[src/rtl/pulse_frame_temperature_converter_core_defines.svh]
// Assertion macros shared by the pulse frame temperature converter RTL.
`ifndef PULSE_FRAME_TEMPERATURE_CONVERTER_CORE_DEFINES_SVH
`define PULSE_FRAME_TEMPERATURE_CONVERTER_CORE_DEFINES_SVH

`ifndef SYNTHESIS

`define PFTC_ASSERT(lbl, clk, rst, prop) \
   lbl: assert property (@(posedge clk) disable iff (rst) prop) \
      else $error("%m: assertion failed");

`define PFTC_ASSERT_NEVER(lbl, clk, rst, expr) \
   lbl: assert property (@(posedge clk) disable iff (rst) !(expr)) \
      else $error("%m: forbidden condition seen");

`else

`define PFTC_ASSERT(lbl, clk, rst, prop)

`define PFTC_ASSERT_NEVER(lbl, clk, rst, expr)

`endif

`endif

[src/rtl/pftc_pkg.sv]
// Package: widths, constants and types of the pulse frame temperature converter.
`timescale 1ns / 1ps
package pftc_pkg;

   localparam int COUNT_WIDTH = 16;
   localparam int IN_W        = 16;
   // only the low bits of the sampled count take part
   localparam int CNT_W       = (COUNT_WIDTH < IN_W) ? COUNT_WIDTH : IN_W;
   localparam int TICK_W      = 8;
   localparam int QUIET_W     = 16;
   localparam int TEMP_W      = 21;
   localparam int CSR_IDX_W   = 8;
   localparam int CSR_DATA_W  = 16;

   // conversion datapath, signed, wide enough for count*16 and the clamp bounds
   localparam int CALC_W   = (CNT_W + 7 > TEMP_W + 1) ? CNT_W + 7 : TEMP_W + 1;
   localparam int ROUND_SH = 16;
   localparam int PROD_W   = CALC_W + ROUND_SH;
   localparam int COEF_W   = 10;

   localparam int BASE_OFFSET = 12816;
   localparam int LOW_POINT   = 7680;
   localparam int HIGH_POINT  = 25600;
   localparam int LOW_COEF    = 328;
   localparam int HIGH_COEF   = 786;
   localparam int ROUND_HALF  = 2 ** (ROUND_SH - 1);
   localparam int TEMP_MAX    = 2 ** (TEMP_W - 1) - 1;
   localparam int TEMP_MIN    = -(2 ** (TEMP_W - 1));

   localparam int TICK_RST  = 5;
   localparam int QUIET_RST = 10;

   localparam logic [CSR_IDX_W-1:0] CSR_TICK_MS     = CSR_IDX_W'(0);
   localparam logic [CSR_IDX_W-1:0] CSR_QUIET_LIMIT = CSR_IDX_W'(1);

   localparam int QUEUE_DEPTH = 2;   // power of two
   localparam int QPTR_W      = $clog2(QUEUE_DEPTH);
   localparam int QLVL_W      = $clog2(QUEUE_DEPTH + 1);

   typedef logic [CNT_W-1:0] count_type;

   typedef struct packed {
      logic      done;
      count_type count;
   } entry_type;

   typedef enum logic [1:0] {
      CORR_NONE,
      CORR_LOW,
      CORR_HIGH
   } corr_type;

   typedef struct packed {
      logic                     done;
      count_type                count;
      logic signed [CALC_W-1:0] base;
      logic [CALC_W-1:0]        gap;
      corr_type                 sel;
   } stage_type;

endpackage

[src/rtl/pftc_if.sv]
// Handshake interfaces: sample request, result response and register write.
`timescale 1ns / 1ps
interface pftc_req_if;
   import pftc_pkg::*;
   logic            valid;
   logic            ready;
   logic [IN_W-1:0] pulse_count;
   modport source (output valid, output pulse_count, input ready);
   modport sink (input valid, input pulse_count, output ready);
endinterface

interface pftc_rsp_if;
   import pftc_pkg::*;
   logic                     valid;
   logic                     ready;
   logic                     frame_done;
   logic signed [TEMP_W-1:0] temperature;
   logic [IN_W-1:0]          frame_count;
   modport source (output valid, output frame_done, output temperature,
                   output frame_count, input ready);
   modport sink (input valid, input frame_done, input temperature,
                 input frame_count, output ready);
endinterface

interface pftc_csr_if;
   import pftc_pkg::*;
   logic                  valid;
   logic                  ready;
   logic [CSR_IDX_W-1:0]  index;
   logic [CSR_DATA_W-1:0] data;
   modport source (output valid, output index, output data, input ready);
   modport sink (input valid, input index, input data, output ready);
endinterface

[src/rtl/pulse_frame_temperature_converter_core.sv]
// Top level of the pulse frame temperature converter.
// Takes one counter sample per clock when the response side keeps up; the
// sample updates the quiet timer in the cycle it is accepted, so the
// single-cycle timer update in the front end sets the rate of one sample per
// clock. Every sample yields one response, which passes through the queue,
// the stage-1 register and the response register; a two-entry queue between
// detection and conversion absorbs short response stalls. frame_done marks a
// finished frame: temperature (1/256 degree, signed) and frame_count are valid
// then and zero otherwise, and the pulse counter should be cleared. Register
// writes are taken in any cycle and should be made only while the block is idle.
`timescale 1ns / 1ps
module pulse_frame_temperature_converter_core (
   input  logic       clock,
   input  logic       reset,
   pftc_req_if.sink   req_bus,
   pftc_rsp_if.source rsp_bus,
   pftc_csr_if.sink   csr_bus
);
   import pftc_pkg::*;

   logic      push_valid;
   entry_type push_data;
   logic      queue_full;
   logic      pop_valid;
   entry_type pop_data;
   logic      pop_ready;

   pftc_front u_front (
      .clock      (clock),
      .reset      (reset),
      .req_bus    (req_bus),
      .csr_bus    (csr_bus),
      .push_valid (push_valid),
      .push_data  (push_data),
      .queue_full (queue_full)
   );

   pftc_queue u_queue (
      .clock      (clock),
      .reset      (reset),
      .push_valid (push_valid),
      .push_data  (push_data),
      .full       (queue_full),
      .pop_valid  (pop_valid),
      .pop_data   (pop_data),
      .pop_ready  (pop_ready)
   );

   pftc_back u_back (
      .clock     (clock),
      .reset     (reset),
      .pop_valid (pop_valid),
      .pop_data  (pop_data),
      .pop_ready (pop_ready),
      .rsp_bus   (rsp_bus)
   );

endmodule

[src/rtl/pftc_front.sv]
// Front end: registers, quiet timer and frame end detection per sample.
`timescale 1ns / 1ps
`include "pulse_frame_temperature_converter_core_defines.svh"
module pftc_front (
   input  logic                clock,
   input  logic                reset,
   pftc_req_if.sink            req_bus,
   pftc_csr_if.sink            csr_bus,
   output logic                push_valid,
   output pftc_pkg::entry_type push_data,
   input  logic                queue_full
);
   import pftc_pkg::*;

   logic [TICK_W-1:0]  tick_ms_ff, tick_ms_in;
   logic [QUIET_W-1:0] quiet_limit_ff, quiet_limit_in;
   logic [QUIET_W-1:0] quiet_time_ff, quiet_time_in;
   count_type          last_count_ff, last_count_in;

   logic               accept;
   count_type          count;
   logic [QUIET_W:0]   quiet_sum;
   logic [QUIET_W-1:0] quiet_sat;
   logic               done;

   assign req_bus.ready = !queue_full;
   assign csr_bus.ready = 1'b1;
   assign accept        = req_bus.valid && !queue_full;
   assign count         = req_bus.pulse_count[CNT_W-1:0];

   assign quiet_sum = {1'b0, quiet_time_ff} + (QUIET_W + 1)'(tick_ms_ff);
   assign quiet_sat = quiet_sum[QUIET_W] ? '1 : quiet_sum[QUIET_W-1:0];

   always_comb begin
      quiet_time_in = quiet_time_ff;
      last_count_in = last_count_ff;
      done          = 1'b0;
      if (accept) begin
         if (count == '0) begin
            quiet_time_in = '0;
         end else if (count != last_count_ff) begin
            quiet_time_in = '0;
            last_count_in = count;
         end else begin
            quiet_time_in = quiet_sat;
            if (quiet_sat > quiet_limit_ff) begin
               done          = 1'b1;
               quiet_time_in = '0;
               last_count_in = '0;
            end
         end
      end
   end

   always_comb begin
      tick_ms_in     = tick_ms_ff;
      quiet_limit_in = quiet_limit_ff;
      if (csr_bus.valid) begin
         case (csr_bus.index)
            CSR_TICK_MS:     tick_ms_in     = csr_bus.data[TICK_W-1:0];
            CSR_QUIET_LIMIT: quiet_limit_in = csr_bus.data[QUIET_W-1:0];
            default: ;
         endcase
      end
   end

   assign push_valid      = accept;
   assign push_data.done  = done;
   assign push_data.count = count;

   always_ff @(posedge clock) begin
      if (reset) begin
         tick_ms_ff     <= TICK_W'(TICK_RST);
         quiet_limit_ff <= QUIET_W'(QUIET_RST);
         quiet_time_ff  <= '0;
         last_count_ff  <= '0;
      end else begin
         tick_ms_ff     <= tick_ms_in;
         quiet_limit_ff <= quiet_limit_in;
         quiet_time_ff  <= quiet_time_in;
         last_count_ff  <= last_count_in;
      end
   end

   `PFTC_ASSERT(a_done_clears_state, clock, reset, push_valid && push_data.done |=> quiet_time_ff == '0 && last_count_ff == '0)
   `PFTC_ASSERT_NEVER(a_done_on_zero_count, clock, reset, push_valid && push_data.done && push_data.count == '0)

endmodule

[src/rtl/pftc_queue.sv]
// Short queue that decouples frame detection from conversion.
`timescale 1ns / 1ps
`include "pulse_frame_temperature_converter_core_defines.svh"
module pftc_queue (
   input  logic                clock,
   input  logic                reset,
   input  logic                push_valid,
   input  pftc_pkg::entry_type push_data,
   output logic                full,
   output logic                pop_valid,
   output pftc_pkg::entry_type pop_data,
   input  logic                pop_ready
);
   import pftc_pkg::*;

   entry_type          entry_ff [QUEUE_DEPTH];
   logic [QPTR_W-1:0]  wr_ptr_ff, wr_ptr_in;
   logic [QPTR_W-1:0]  rd_ptr_ff, rd_ptr_in;
   logic [QLVL_W-1:0]  level_ff, level_in;
   logic               push;
   logic               pop;

   assign full      = (level_ff == QLVL_W'(QUEUE_DEPTH));
   assign pop_valid = (level_ff != '0);
   assign pop_data  = entry_ff[rd_ptr_ff];
   assign push      = push_valid && !full;
   assign pop       = pop_valid && pop_ready;

   always_comb begin
      wr_ptr_in = push ? wr_ptr_ff + 1'b1 : wr_ptr_ff;
      rd_ptr_in = pop ? rd_ptr_ff + 1'b1 : rd_ptr_ff;
      level_in  = level_ff;
      if (push && !pop) begin
         level_in = level_ff + 1'b1;
      end else if (pop && !push) begin
         level_in = level_ff - 1'b1;
      end
   end

   always_ff @(posedge clock) begin
      if (reset) begin
         wr_ptr_ff <= '0;
         rd_ptr_ff <= '0;
         level_ff  <= '0;
      end else begin
         wr_ptr_ff <= wr_ptr_in;
         rd_ptr_ff <= rd_ptr_in;
         level_ff  <= level_in;
      end
   end

   always_ff @(posedge clock) begin
      if (push) begin
         entry_ff[wr_ptr_ff] <= push_data;
      end
   end

   `PFTC_ASSERT_NEVER(a_level_bound, clock, reset, level_ff > QLVL_W'(QUEUE_DEPTH))
   `PFTC_ASSERT(a_ptr_level, clock, reset, 1'b1 |-> QPTR_W'(wr_ptr_ff - rd_ptr_ff) == level_ff[QPTR_W-1:0])

endmodule

[src/rtl/pftc_back.sv]
// Back end: two-stage conversion of completed frames and response register.
`timescale 1ns / 1ps
`include "pulse_frame_temperature_converter_core_defines.svh"
module pftc_back (
   input  logic                clock,
   input  logic                reset,
   input  logic                pop_valid,
   input  pftc_pkg::entry_type pop_data,
   output logic                pop_ready,
   pftc_rsp_if.source          rsp_bus
);
   import pftc_pkg::*;

   logic                     s1_valid_ff, s1_valid_in;
   stage_type                s1_ff, s1_in;
   logic                     rsp_valid_ff, rsp_valid_in;
   logic                     frame_done_ff;
   logic signed [TEMP_W-1:0] temperature_ff;
   logic [IN_W-1:0]          frame_count_ff;

   logic                     out_free;
   logic                     s1_move;
   logic signed [CALC_W-1:0] base;
   logic [COEF_W-1:0]        coef;
   logic [PROD_W-1:0]        prod_rnd;
   logic [CALC_W-1:0]        corr;
   logic signed [CALC_W-1:0] temp_full;
   logic signed [TEMP_W-1:0] temp_sat;

   assign out_free  = !rsp_valid_ff || rsp_bus.ready;
   assign pop_ready = !s1_valid_ff || out_free;
   assign s1_move   = s1_valid_ff && out_free;

   // stage 1: base value in 1/256 degree and distance from the nearer knee
   assign base = $signed(CALC_W'(pop_data.count) << 4) - $signed(CALC_W'(BASE_OFFSET));

   always_comb begin
      s1_in       = s1_ff;
      s1_valid_in = s1_valid_ff;
      if (pop_ready) begin
         s1_valid_in    = pop_valid;
         s1_in.done     = pop_data.done;
         s1_in.count    = pop_data.count;
         s1_in.base     = base;
         s1_in.gap      = '0;
         s1_in.sel      = CORR_NONE;
         if (base < $signed(CALC_W'(LOW_POINT))) begin
            s1_in.sel = CORR_LOW;
            s1_in.gap = CALC_W'($signed(CALC_W'(LOW_POINT)) - base);
         end else if (base > $signed(CALC_W'(HIGH_POINT))) begin
            s1_in.sel = CORR_HIGH;
            s1_in.gap = CALC_W'(base - $signed(CALC_W'(HIGH_POINT)));
         end
      end
   end

   // stage 2: rounded correction, subtract, clamp
   always_comb begin
      case (s1_ff.sel)
         CORR_LOW:  coef = COEF_W'(LOW_COEF);
         CORR_HIGH: coef = COEF_W'(HIGH_COEF);
         default:   coef = '0;
      endcase
   end

   assign prod_rnd  = PROD_W'(s1_ff.gap) * PROD_W'(coef) + PROD_W'(ROUND_HALF);
   assign corr      = prod_rnd[PROD_W-1:ROUND_SH];
   assign temp_full = s1_ff.base - $signed(corr);

   always_comb begin
      if (temp_full > $signed(CALC_W'(TEMP_MAX))) begin
         temp_sat = TEMP_W'(TEMP_MAX);
      end else if (temp_full < $signed(CALC_W'(TEMP_MIN))) begin
         temp_sat = TEMP_W'(TEMP_MIN);
      end else begin
         temp_sat = temp_full[TEMP_W-1:0];
      end
   end

   assign rsp_valid_in = out_free ? s1_valid_ff : rsp_valid_ff;

   always_ff @(posedge clock) begin
      if (reset) begin
         s1_valid_ff  <= 1'b0;
         rsp_valid_ff <= 1'b0;
      end else begin
         s1_valid_ff  <= s1_valid_in;
         rsp_valid_ff <= rsp_valid_in;
      end
   end

   always_ff @(posedge clock) begin
      s1_ff <= s1_in;
      if (s1_move) begin
         frame_done_ff  <= s1_ff.done;
         temperature_ff <= s1_ff.done ? temp_sat : '0;
         frame_count_ff <= s1_ff.done ? IN_W'(s1_ff.count) : '0;
      end
   end

   assign rsp_bus.valid       = rsp_valid_ff;
   assign rsp_bus.frame_done  = frame_done_ff;
   assign rsp_bus.temperature = temperature_ff;
   assign rsp_bus.frame_count = frame_count_ff;

   `PFTC_ASSERT_NEVER(a_idle_result_zero, clock, reset, rsp_valid_ff && !frame_done_ff && (temperature_ff != '0 || frame_count_ff != '0))
   `PFTC_ASSERT_NEVER(a_done_count_nonzero, clock, reset, rsp_valid_ff && frame_done_ff && frame_count_ff == '0)
   `PFTC_ASSERT(a_stage_holds, clock, reset, s1_valid_ff && !out_free |=> s1_valid_ff && $stable(s1_ff))

endmodule
[src/flat_wrapper.sv]
// flat-port wrapper written by rule: the top's interface ports become plain ports
module pulse_frame_temperature_converter_core_flat import pftc_pkg::*;
  (clock, reset, req_bus_valid, req_bus_pulse_count, req_bus_ready, rsp_bus_valid, rsp_bus_frame_done, rsp_bus_temperature, rsp_bus_frame_count, rsp_bus_ready, csr_bus_valid, csr_bus_index, csr_bus_data, csr_bus_ready);
  pftc_req_if req_bus_i ();
  pftc_rsp_if rsp_bus_i ();
  pftc_csr_if csr_bus_i ();
  input  logic clock;
  input  logic reset;
  input wire logic [$bits(req_bus_i.valid)-1:0] req_bus_valid;
  input wire logic [$bits(req_bus_i.pulse_count)-1:0] req_bus_pulse_count;
  output wire logic [$bits(req_bus_i.ready)-1:0] req_bus_ready;
  output wire logic [$bits(rsp_bus_i.valid)-1:0] rsp_bus_valid;
  output wire logic [$bits(rsp_bus_i.frame_done)-1:0] rsp_bus_frame_done;
  output wire logic [$bits(rsp_bus_i.temperature)-1:0] rsp_bus_temperature;
  output wire logic [$bits(rsp_bus_i.frame_count)-1:0] rsp_bus_frame_count;
  input wire logic [$bits(rsp_bus_i.ready)-1:0] rsp_bus_ready;
  input wire logic [$bits(csr_bus_i.valid)-1:0] csr_bus_valid;
  input wire logic [$bits(csr_bus_i.index)-1:0] csr_bus_index;
  input wire logic [$bits(csr_bus_i.data)-1:0] csr_bus_data;
  output wire logic [$bits(csr_bus_i.ready)-1:0] csr_bus_ready;
  assign req_bus_i.valid = req_bus_valid;
  assign req_bus_i.pulse_count = req_bus_pulse_count;
  assign req_bus_ready = req_bus_i.ready;
  assign rsp_bus_valid = rsp_bus_i.valid;
  assign rsp_bus_frame_done = rsp_bus_i.frame_done;
  assign rsp_bus_temperature = rsp_bus_i.temperature;
  assign rsp_bus_frame_count = rsp_bus_i.frame_count;
  assign rsp_bus_i.ready = rsp_bus_ready;
  assign csr_bus_i.valid = csr_bus_valid;
  assign csr_bus_i.index = csr_bus_index;
  assign csr_bus_i.data = csr_bus_data;
  assign csr_bus_ready = csr_bus_i.ready;
  pulse_frame_temperature_converter_core u_core (.clock(clock), .reset(reset), .req_bus(req_bus_i), .rsp_bus(rsp_bus_i), .csr_bus(csr_bus_i));
endmodule
[config.mk]
export PLATFORM = sky130hd
export DESIGN_NAME = pulse_frame_temperature_converter_core_flat
export DESIGN_NICKNAME = d
export VERILOG_FILES = /design/src/rtl/pftc_pkg.sv /design/src/rtl/pftc_if.sv /design/src/rtl/pulse_frame_temperature_converter_core.sv /design/src/rtl/pftc_front.sv /design/src/rtl/pftc_queue.sv /design/src/rtl/pftc_back.sv /design/src/flat_wrapper.sv
export VERILOG_INCLUDE_DIRS = /design/src /design/src/rtl
export SDC_FILE = /design/constraint.sdc
export NUM_CORES = 1
export LEC_CHECK = 0
export BUFFER_PORTS_ARGS = -buffer_cell sky130_fd_sc_hd__buf_2
export CAP_MARGIN = 10
export CELL_PAD_IN_SITES_DETAIL_PLACEMENT = 0
export CELL_PAD_IN_SITES_GLOBAL_PLACEMENT = 2
export CORE_ASPECT_RATIO = 0.9
export CORE_MARGIN = 2
export CORE_UTILIZATION = 30
export CTS_BUF_LIST = sky130_fd_sc_hd__clkbuf_16
export DETAILED_ROUTE_END_ITERATION = 12
export GPL_TIMING_DRIVEN = 0
export PLACE_DENSITY = 0.61
export SLEW_MARGIN = 25
export SYNTH_ARGS = -nofsm -noshare
export SYNTH_HDL_FRONTEND = slang
export SYNTH_SLANG_ARGS = --single-unit
[constraint.sdc]
create_clock -name clock -period 12.2 [get_ports clock]
set_input_delay 0.61 -clock clock [delete_from_list [all_inputs] [get_ports clock]]
set_output_delay 0.61 -clock clock [all_outputs]
set_load 0.1 [all_outputs]
# After elaboration in Yosys (flattened, before gate mapping)
# Memory sizes are Yosys's and may differ from the RTL's. A register that Yosys moved wholly into a read port is not among the register bits.
# Index checks and enable logic that the tools add are counted.
# W data, S select, Z words.
[totals]
word_cells = 85
out_inout_bits = 41
ff_bits = 163
input_bits = 45
mem_bits_rw = 34
mem_count = 1
[classes]
n_lt_le_gt_ge = 5
n_reduce_logical = 22
eq_ne = 5
n_mul = 1
mux = 21
n_addsub = 10
bitwise = 2
[memory_table]
columns = ["name", "words", "width", "read_ports", "rd_ports_with_merged_regs", "write_ports", "line_no", "text"]
rows = [
  ["u_core.u_queue.entry_ff", 2, 17, 1, 1, 1, "pftc_queue.sv:16", "entry_type entry_ff [QUEUE_DEPTH];"],
]
[ops]
columns = ["op", "n"]
rows = [
  ["$mux W16", 6],
  ["$mux W25", 2],
  ["$add A33 B16 Y34 const B", 1],
  ["$mul A23 B10 Y33", 1],
  ["$gt A23 B21 Y1 const B", 1],
  ["$lt A23 B21 Y1 const B", 1],
  ["$sub A14 B21 Y22 const A", 1],
  ["$sub A21 B16 Y22 const B", 1],
  ["$sub A21 B19 Y22", 1],
  ["$gt A21 B16 Y1 const B", 1],
  ["$lt A21 B14 Y1 const B", 1],
  ["$mux W21", 1],
  ["$sub A20 B14 Y21 const B", 1],
  ["$mux W20", 1],
  ["$pmux W10 S2", 1],
  ["$add A16 B8 Y17", 1],
  ["$gt A16 B16 Y1", 1],
  ["$logic_not A16 Y1", 1],
  ["$ne A16 B16 Y1", 1],
  ["$eq A8 B1 Y1 const B", 1],
  ["$logic_not A8 Y1", 1],
  ["$mux W1", 8],
  ["$logic_and A1 B1 Y1", 6],
  ["$reduce_bool A2 Y1", 3],
  ["other kinds (12)", 22],
]

# Depth between registers and ports, before layout
# Gate-level depths: netlist (run 1).
[logic_depth]
ltp_word = 8
ltp_mapped = 36
mapped_depth_nobuf = 33

# Cells and area by module
# Synthesis (run 1) repeated with hierarchy kept, for this count alone.
[unflattened]
cells_unflattened = 1312
hier_area_um2 = 13755.7
[by_module_without_submodules]
columns = ["mod", "instances", "seq_area_each_um2", "cells_each", "area_per_inst_um2"]
rows = [
  ["pftc_back", 1, 2802.7, 886, 9016.1],
  ["pftc_front", 1, 1121.1, 348, 3294.4],
  ["pftc_queue", 1, 1121.1, 78, 1445.1],
]

# Least setup slack after synthesis (run 1)
# No wires, ideal clock.
[synth_path]
kind = "flip-flop to flip-flop"
start = "reg u_core.u_back.s1_ff[1] in the netlist's numbering"
end = "reg u_core.u_back.temperature_ff[10] (netlist: u_core.u_back.rsp_bus.temperature[10]), data pin"
slack_ns = 4.437
setup_ns = 0.260
path_stages_with_launch = 33
t_required_ns = 11.940
arrival_ns = 7.503
path_buffers = 4
path_cell_list = "edfxtp_1 ha_1 clkbuf_1 nand2b_1 ha_1 inv_1 fa_1 fa_1 inv_1 fa_1 inv_1 fa_1 ha_1 buf_2 a21oi_1 o22ai_1 o211ai_1 a311oi_1 o311ai_0 nand2_1 o21ai_0 nand2b_1 a21o_1 xnor2_1 ha_1 clkbuf_1 and4_1 a31oi_1 or3b_1 a21o_1 o21ai_2 buf_6 o21ai_1"
[synth_between]
elab_chain_cells = 8
word_cells_on_any_way = 10
[synth_rtl]
columns = ["item", "line_no", "text"]
rows = [
  ["from (decl)", "pftc_back.sv:15", "stage_type s1_ff, s1_in;"],
  ["from (signal assigned)", "pftc_back.sv:93", "s1_ff <= s1_in;"],
  ["$eq A2 B2 Y1 / $eq A2 B1 Y1 (equally long branches)", "pftc_back.sv:59", "case (s1_ff.sel)"],
  ["$pmux W10 S2 *", "pftc_back.sv:59", ""],
  ["$mul A23 B10 Y33 *", "pftc_back.sv:66", "assign prod_rnd = PROD_W'(s1_ff.gap) * PROD_W'(coef) + PROD_W'(ROUND_HALF);"],
  ["$add A33 B16 Y34 *", "pftc_back.sv:66", ""],
  ["$sub A21 B19 Y22 *", "pftc_back.sv:68", "assign temp_full = s1_ff.base - $signed(corr);"],
  ["$lt A23 B21 Y1", "pftc_back.sv:73", "end else if (temp_full < $signed(CALC_W'(TEMP_MIN))) begin"],
  ["$mux W21", "pftc_back.sv:73", ""],
  ["$mux W20 *", "pftc_back.sv:71", "if (temp_full > $signed(CALC_W'(TEMP_MAX))) begin"],
  ["to (signal assigned)", "pftc_back.sv:96", "temperature_ff <= s1_ff.done ? temp_sat : '0;"],
  ["to (decl)", "pftc_back.sv:18", "logic signed [TEMP_W-1:0] temperature_ff;"],
]
# Mark *: on every way between the ends. The rest lies on a longest branch, timed or not.
# A chain may end at the register's enable or synchronous reset.

# Worst setup path in the final report (run 1)
[layout_path]
start = "reg u_core.u_back.s1_ff[0] in the netlist's numbering"
end = "reg u_core.u_back.temperature_ff[9] (netlist: u_core.u_back.rsp_bus.temperature[9]), data pin"
# Same word-level chain as after synthesis.

==> out/results.ini, run 1 <==
[outcome]
status=complete, no violations

[synthesis]
synth_top_family_by_area=adder cells
synth_compound_area_frac=0.1239
synth_fa_ha_area_frac=0.2307
synth-simple-area-share=0.1346
synthFlopType=edfxtp_1
seq_area_frac_synth=0.3703
synth_area_per_cell_um2=10.37
synth_area_um2=13620
synth_edf_count=126
synth_seq_cells=189
yosysWarnings=0
synth.distinct_cells=81
synth_nets=1573
synth_top_area_cell=edfxtp_1
synth-xor-area-share=0.04546
synth_top_cell_area_share=0.2777
syn_inst=1314
yosys-mux-area-fraction=0.03123
synthArstFlopShare=0
synth_area_leaders=edfxtp_1 (28%), ha_1 (14%), dfxtp_1 (9.3%)

[clock_network]
clock_latency_ps=450
cts-root-buf=clkbuf_16
cts_hold_buf=0
cts_buffers=17
clockBufferDepth=2
postCtsResizedCells=0
cts.sinks=189
cts_tree=yes
path_clk_slew_ps=80
post_cts_buffers=0
cts_max_level=4

[worst_setup_path]
worstPathMaxFanout=10
critPathKind=reg -> reg
reg2reg_from=u_core.u_back.s1_ff[0]$_SDFFCE_PP1N_
start_kind=register
critical_path_required_ps=12390
end_kind=register
path_buf_inv=7
arrival_ps=9550
cp_top_family=adder cells
critPathLaunch=u_core.u_back.s1_ff[0]$_SDFFCE_PP1N_
cpPeakStageDelay_ps=620
slowest_stage=a311oi_1

[global_route]
grt_pass1_vias=9639
grt_pass1_wl_mm=53.71
grt_usage=0.1469
gr-total-overflow=0
grt_max_degree=39
antenna_found_initial=0

[timing]
hold_violations=0
rsz0062_at_grt=no
relSlewSlack=0.3050
slew_violations=0
fin_setup_tns_ps=0
fin_ws_ps=2842
fmax_mhz=106.9
finalSetupViolCount=0
fin_crit_sh=0.7670
layout_min_cycle_time_ps=9358
skew_ps=11.33
max_slew.worst_pin.slew_ps=1035

[layout]
final_util=0.3433
nets=1679
stdcell_area_um2=15480
drive_gt1_frac=0.1193
area_delta_synth_final_pct=13.64

[floorplanning]
core_um2=45090
io_pins=86
dieArea_um2=47130
start_util=0.3021
die_h_um=206.2
dieWidth_um=228.6
row_count=74

[worst_hold_path]
hp-class=in -> reg
min-delay-start=csr_bus_data[12]

[detailed_routing]
drcViolationCount=0
routed_wirelength_mm=33.37
dr.pass1.iters=4
routed_via_density=4.583
drtIter0Drc=394
wire_per_inst_um=16.34
num_vias=9359
antenna_left=0

[placed_design]
io_buffers=84
routabilityCongestion=0.7794
dp_hpwl_mm=27.35
placed_area_um2=14880
dp_slack_ps=2660

[job]
max_cap_violations=0

cells in the final DEF, fill, tap and decap left out, types with 7 or more instances in the layout:
| master | Yosys | routed |
|---|---|---|
| mux2_2 | 7 | 7 |
| buf_2 | 4 | 88 |
| nand4_1 | 11 | 11 |
| nand3_1 | 20 | 20 |
| xor2_1 | 18 | 18 |
| inv_1 | 184 | 184 |
| o21ai_0 | 44 | 44 |
| edfxtp_1 | 126 | 126 |
| nand2b_1 | 13 | 13 |
| o21bai_1 | 8 | 8 |
| a211o_1 | 9 | 9 |
| nor2_1 | 68 | 66 |
| nor3_1 | 16 | 16 |
| fa_1 | 62 | 62 |
| nand2_1 | 50 | 49 |
| a31oi_1 | 13 | 13 |
| or2_2 | 8 | 8 |
| nor2b_1 | 30 | 29 |
| a21o_1 | 14 | 14 |
| o21a_1 | 11 | 11 |
| xnor2_1 | 49 | 48 |
| clkbuf_1 | 19 | 19 |
| o21ai_1 | 14 | 14 |
| or3_1 | 9 | 9 |
| a21oi_1 | 53 | 53 |
| ha_1 | 152 | 152 |
| and2_1 | 58 | 58 |
| nand3b_1 | 19 | 19 |
| and3_1 | 8 | 8 |
| dfxtp_1 | 63 | 63 |
| a22o_1 | 15 | 15 |
| a22oi_1 | 16 | 16 |
| nor4_1 | 7 | 7 |
| clkbuf_16 | 0 | 17 |
| mux2i_1 | 31 | 31 |
cells by family after synthesis:
family	after synthesis
AND/OR/NAND/NOR	337
AO/OA/AOI/OAI	246
buffers and inverters	217
adder cells (fa/ha/maj)	214
flip-flops	189
XOR/XNOR	69
multiplexers	40
other	2
state kept, by name, indices dropped and copies added, names as in the netlist, named ones only:
| name | count |
|---|---|
| u_core.u_queue.rd_ptr_ff | 1 |
| u_core.u_front.quiet_limit_ff | 16 |
| u_core.u_front.quiet_time_ff | 16 |
| u_core.u_queue.entry_ff | 34 |
| u_core.u_front.tick_ms_ff | 8 |
| u_core.u_back.rsp_bus.valid | 1 |
| u_core.u_back.rsp_bus.frame_done | 1 |
| u_core.u_back.rsp_bus.temperature | 21 |
| u_core.u_back.rsp_bus.frame_count | 16 |
| u_core.u_back.s1_valid_ff | 1 |
| u_core.u_queue.level_ff | 2 |
| u_core.u_back.s1_ff | 54 |
| u_core.u_front.last_count_ff | 16 |
| u_core.u_queue.wr_ptr_ff | 1 |
path summary, 6_finish.rpt:
path | to | cells past startpoint | slack (ps)
max | u_core.u_back.rsp_bus.temperature[9]$_SDFFCE_PN0P_ | 33 | 2840
min | u_core.u_front.quiet_limit_ff[12]$_SDFFE_PP0P_ | 3 | 380
max reg2reg | u_core.u_back.rsp_bus.temperature[9]$_SDFFCE_PN0P_ | 33 | 2840
min reg2reg | u_core.u_front.quiet_time_ff[0]$_SDFFE_PP0P_ | 2 | 460
routing by layer:
layer  up-vias  part of all wire  track usage
met4         0             0.012      0.03478
met3        26             0.024      0.02276
met1      4429              0.49       0.1944
li1       4800                 -            -
met5         -                 0            0
met2       104              0.47       0.2525
worst min-delay path, cell delays in order:
cell,delay (ps)
buf_2,70
mux2i_1,50
nor2_1,70
cell usage after synthesis (14+ instances only):
| cell type | count |
|---|---|
| clkbuf_1 | 19 |
| dfxtp_1 | 63 |
| a22oi_1 | 16 |
| edfxtp_1 | 126 |
| inv_1 | 184 |
| a21o_1 | 14 |
| ha_1 | 152 |
| nor2b_1 | 30 |
| and2_1 | 58 |
| nand3_1 | 20 |
| nand3b_1 | 19 |
| a22o_1 | 15 |
| nor3_1 | 16 |
| xnor2_1 | 49 |
| a21oi_1 | 53 |
| nand2_1 | 50 |
| fa_1 | 62 |
| mux2i_1 | 31 |
| o21ai_1 | 14 |
| nor2_1 | 68 |
| o21ai_0 | 44 |
| xor2_1 | 18 |
final cells by class:
cell class                      instances  area, um2
Fill cell                            4622      29610
Sequential cell                       189       5045
Timing Repair Buffer                   87      471.7
Clock inverter                         15      170.2
Inverter                              187      701.9
Clock buffer                           17      425.4
Antenna cell                            1      2.502
Buffer                                 30      158.9
Multi-Input combinational cell        908       7745
Tap cell                              608      760.7
per-stage QoR:
step	std cells	hold slack [ps]
2_1_floorplan	1314	423.9
6_report	2042	380.7
3_5_place_dp	2009	448.0
3_3_place_gp	2006	441.3
4_1_cts	2041	354.0
5_1_grt	2041	380.1
Power of run 1 is left out: the tool's default activity adds up to more than one toggle a clock period on the data nets, which glitch-free logic cannot reach.
==> run 2, diff against run 1 <==
--- a/config.mk
+++ b/config.mk
@@ -16,7 +16,7 @@
 export CTS_BUF_LIST = sky130_fd_sc_hd__clkbuf_16
 export DETAILED_ROUTE_END_ITERATION = 12
 export GPL_TIMING_DRIVEN = 0
-export PLACE_DENSITY = 0.61
+export PLACE_DENSITY = 0.63
 export SLEW_MARGIN = 25
 export SYNTH_ARGS = -nofsm -noshare
 export SYNTH_HDL_FRONTEND = slang
==> constraint.sdc (replaced) <==
create_clock -name clock -period 8.41 [get_ports clock]
set_input_delay 0.4205 -clock clock [delete_from_list [all_inputs] [get_ports clock]]
set_output_delay 0.4205 -clock clock [all_outputs]
set_load 0.1 [all_outputs]
==> out/results.ini, run 2 (same netlist as run 1, synthesis figures left out) <==
[timing]
relSlewSlack=0.2885
fin_setup_tns_ps=0
fmax_mhz=125.7
finalSetupViolCount=0
fin_crit_sh=0.9460
skew_ps=15.80
slew_violations=0
hold_slack_ps=193.9
layout_min_cycle_time_ps=7956
max_slew.worst_pin.slew_ps=1060
rsz0062_at_grt=no
hold_violations=0

[floorplanning]
core_um2=45090
io_pins=86
die_h_um=206.2
row_count=74
dieWidth_um=228.6
dieArea_um2=47130
start_util=0.3021

[detailed_routing]
routed_via_density=4.572
met2_length_mm=15.35
wl_met3_um=945
routed_wirelength_mm=33.15
topRoutingLayerUsed=met4
met1_length_mm=16.60
wire_per_inst_um=16.20
num_vias=9355
drcViolationCount=0
dr.pass1.iters=4
antenna_left=0
drtIter0Drc=389

[worst_setup_path]
cpPeakStageDelay_ps=550
worstPathMaxFanout=8
start_kind=register
cp_common_cell=fa_1
end_kind=register
critical_path_required_ps=8720
slowest_stage=fa_1
arrival_ps=8260
r2r_cells=33
critPathKind=reg -> reg

[placed_design]
placed_area_um2=14880
dp_hpwl_mm=27.23
io_buffers=84
routabilityCongestion=0.7882
place_inst=2009

[clock_network]
cts_tree=yes
cts_hold_buf=0
cts_buffers=17
cts-root-buf=clkbuf_16
path_clk_slew_ps=80
cts.sinks=189
cts_max_level=4
clock_latency_ps=450
clockBufferDepth=2

[layout]
largest_register_ffs=54
ff_latch_area_um2=5045
mostFrequentLayoutCell=inv_1
stdcell_area_um2=15770
num_antenna_cells=0
final_cell_mix=inv_1 (184), ha_1 (149), edfxtp_1 (126), buf_2 (87), nor2_1 (64)
multiInputGateArea_um2=7916
stdcell_count=2046
drive_gt1_frac=0.1384
area_delta_synth_final_pct=15.79
fillers=4580
nets=1684
top_register=u_core.u_back.s1_ff

[worst_hold_path]
hp-class=in -> reg
whs_path_depth=3

[global_route]
gr-total-overflow=0
grt_pass1_vias=9604
grt_pass1_wl_mm=53.69
grt_usage=0.1469
antenna_found_initial=0
grt_max_degree=32

[job]
max_cap_violations=0

[outcome]
status=complete, no violations

-- run 2: worst paths after layout --
kind | start | endpoint | slack [ps]
max | u_core.u_back.s1_ff[1]$_SDFFCE_PP0N_ | u_core.u_back.rsp_bus.temperature[4]$_SDFFCE_PN0P_ | 450
min | csr_bus_data[13] | u_core.u_front.quiet_limit_ff[13]$_SDFFE_PP0P_ | 190
max reg2reg | u_core.u_back.s1_ff[1]$_SDFFCE_PP0N_ | u_core.u_back.rsp_bus.temperature[4]$_SDFFCE_PN0P_ | 450
min reg2reg | u_core.u_front.quiet_time_ff[0]$_SDFFE_PP0P_ | u_core.u_front.quiet_time_ff[0]$_SDFFE_PP0P_ | 470
-- run 2: layer usage --
layer  vias up  GRT usage
met4         0    0.02988
met1      4413     0.1988
met2       113     0.2499
met3        14    0.02208
li1       4815          -
met5         -          0
-- run 2: critical path, delay by kind of cell (launching register included) --
| family | cells | cell delay [ps] |
|---|---|---|
| compound gates | 13 | 2480 |
| fa+ha+maj | 8 | 3100 |
| buf+inv | 5 | 550 |
| flops | 1 | 430 |
| simple gates | 7 | 1240 |
-- run 2: area by class of cell --
type	instances	share of cell area
flip-flops and latches	189	0.3198
repair buffers	94	0.03482
clock inverters	15	0.01348
multi-input cells	908	0.5019
inverters	187	0.04450
plain buffers	28	0.01031
well taps	608	0.04823
clock buffers	17	0.02697
-- run 2: metrics by stage --
stage	util	setup WS, ps
finish	0.3498	454.4
global route	0.3498	6.026
CTS	0.3460	24.57
detailed placement	0.3300	-965.3
global placement	0.3283	-1040
floorplan	-	647.1
-- run 2: what timing repair did --
item / 4_1_cts / 5_1_grt
pin swaps: 3 / 8
setup endpoints to repair: 21 / 20
gates resized for setup: 18 / 23
buffers inserted: 0 / 7
Power of run 2 is left out for the same reason.
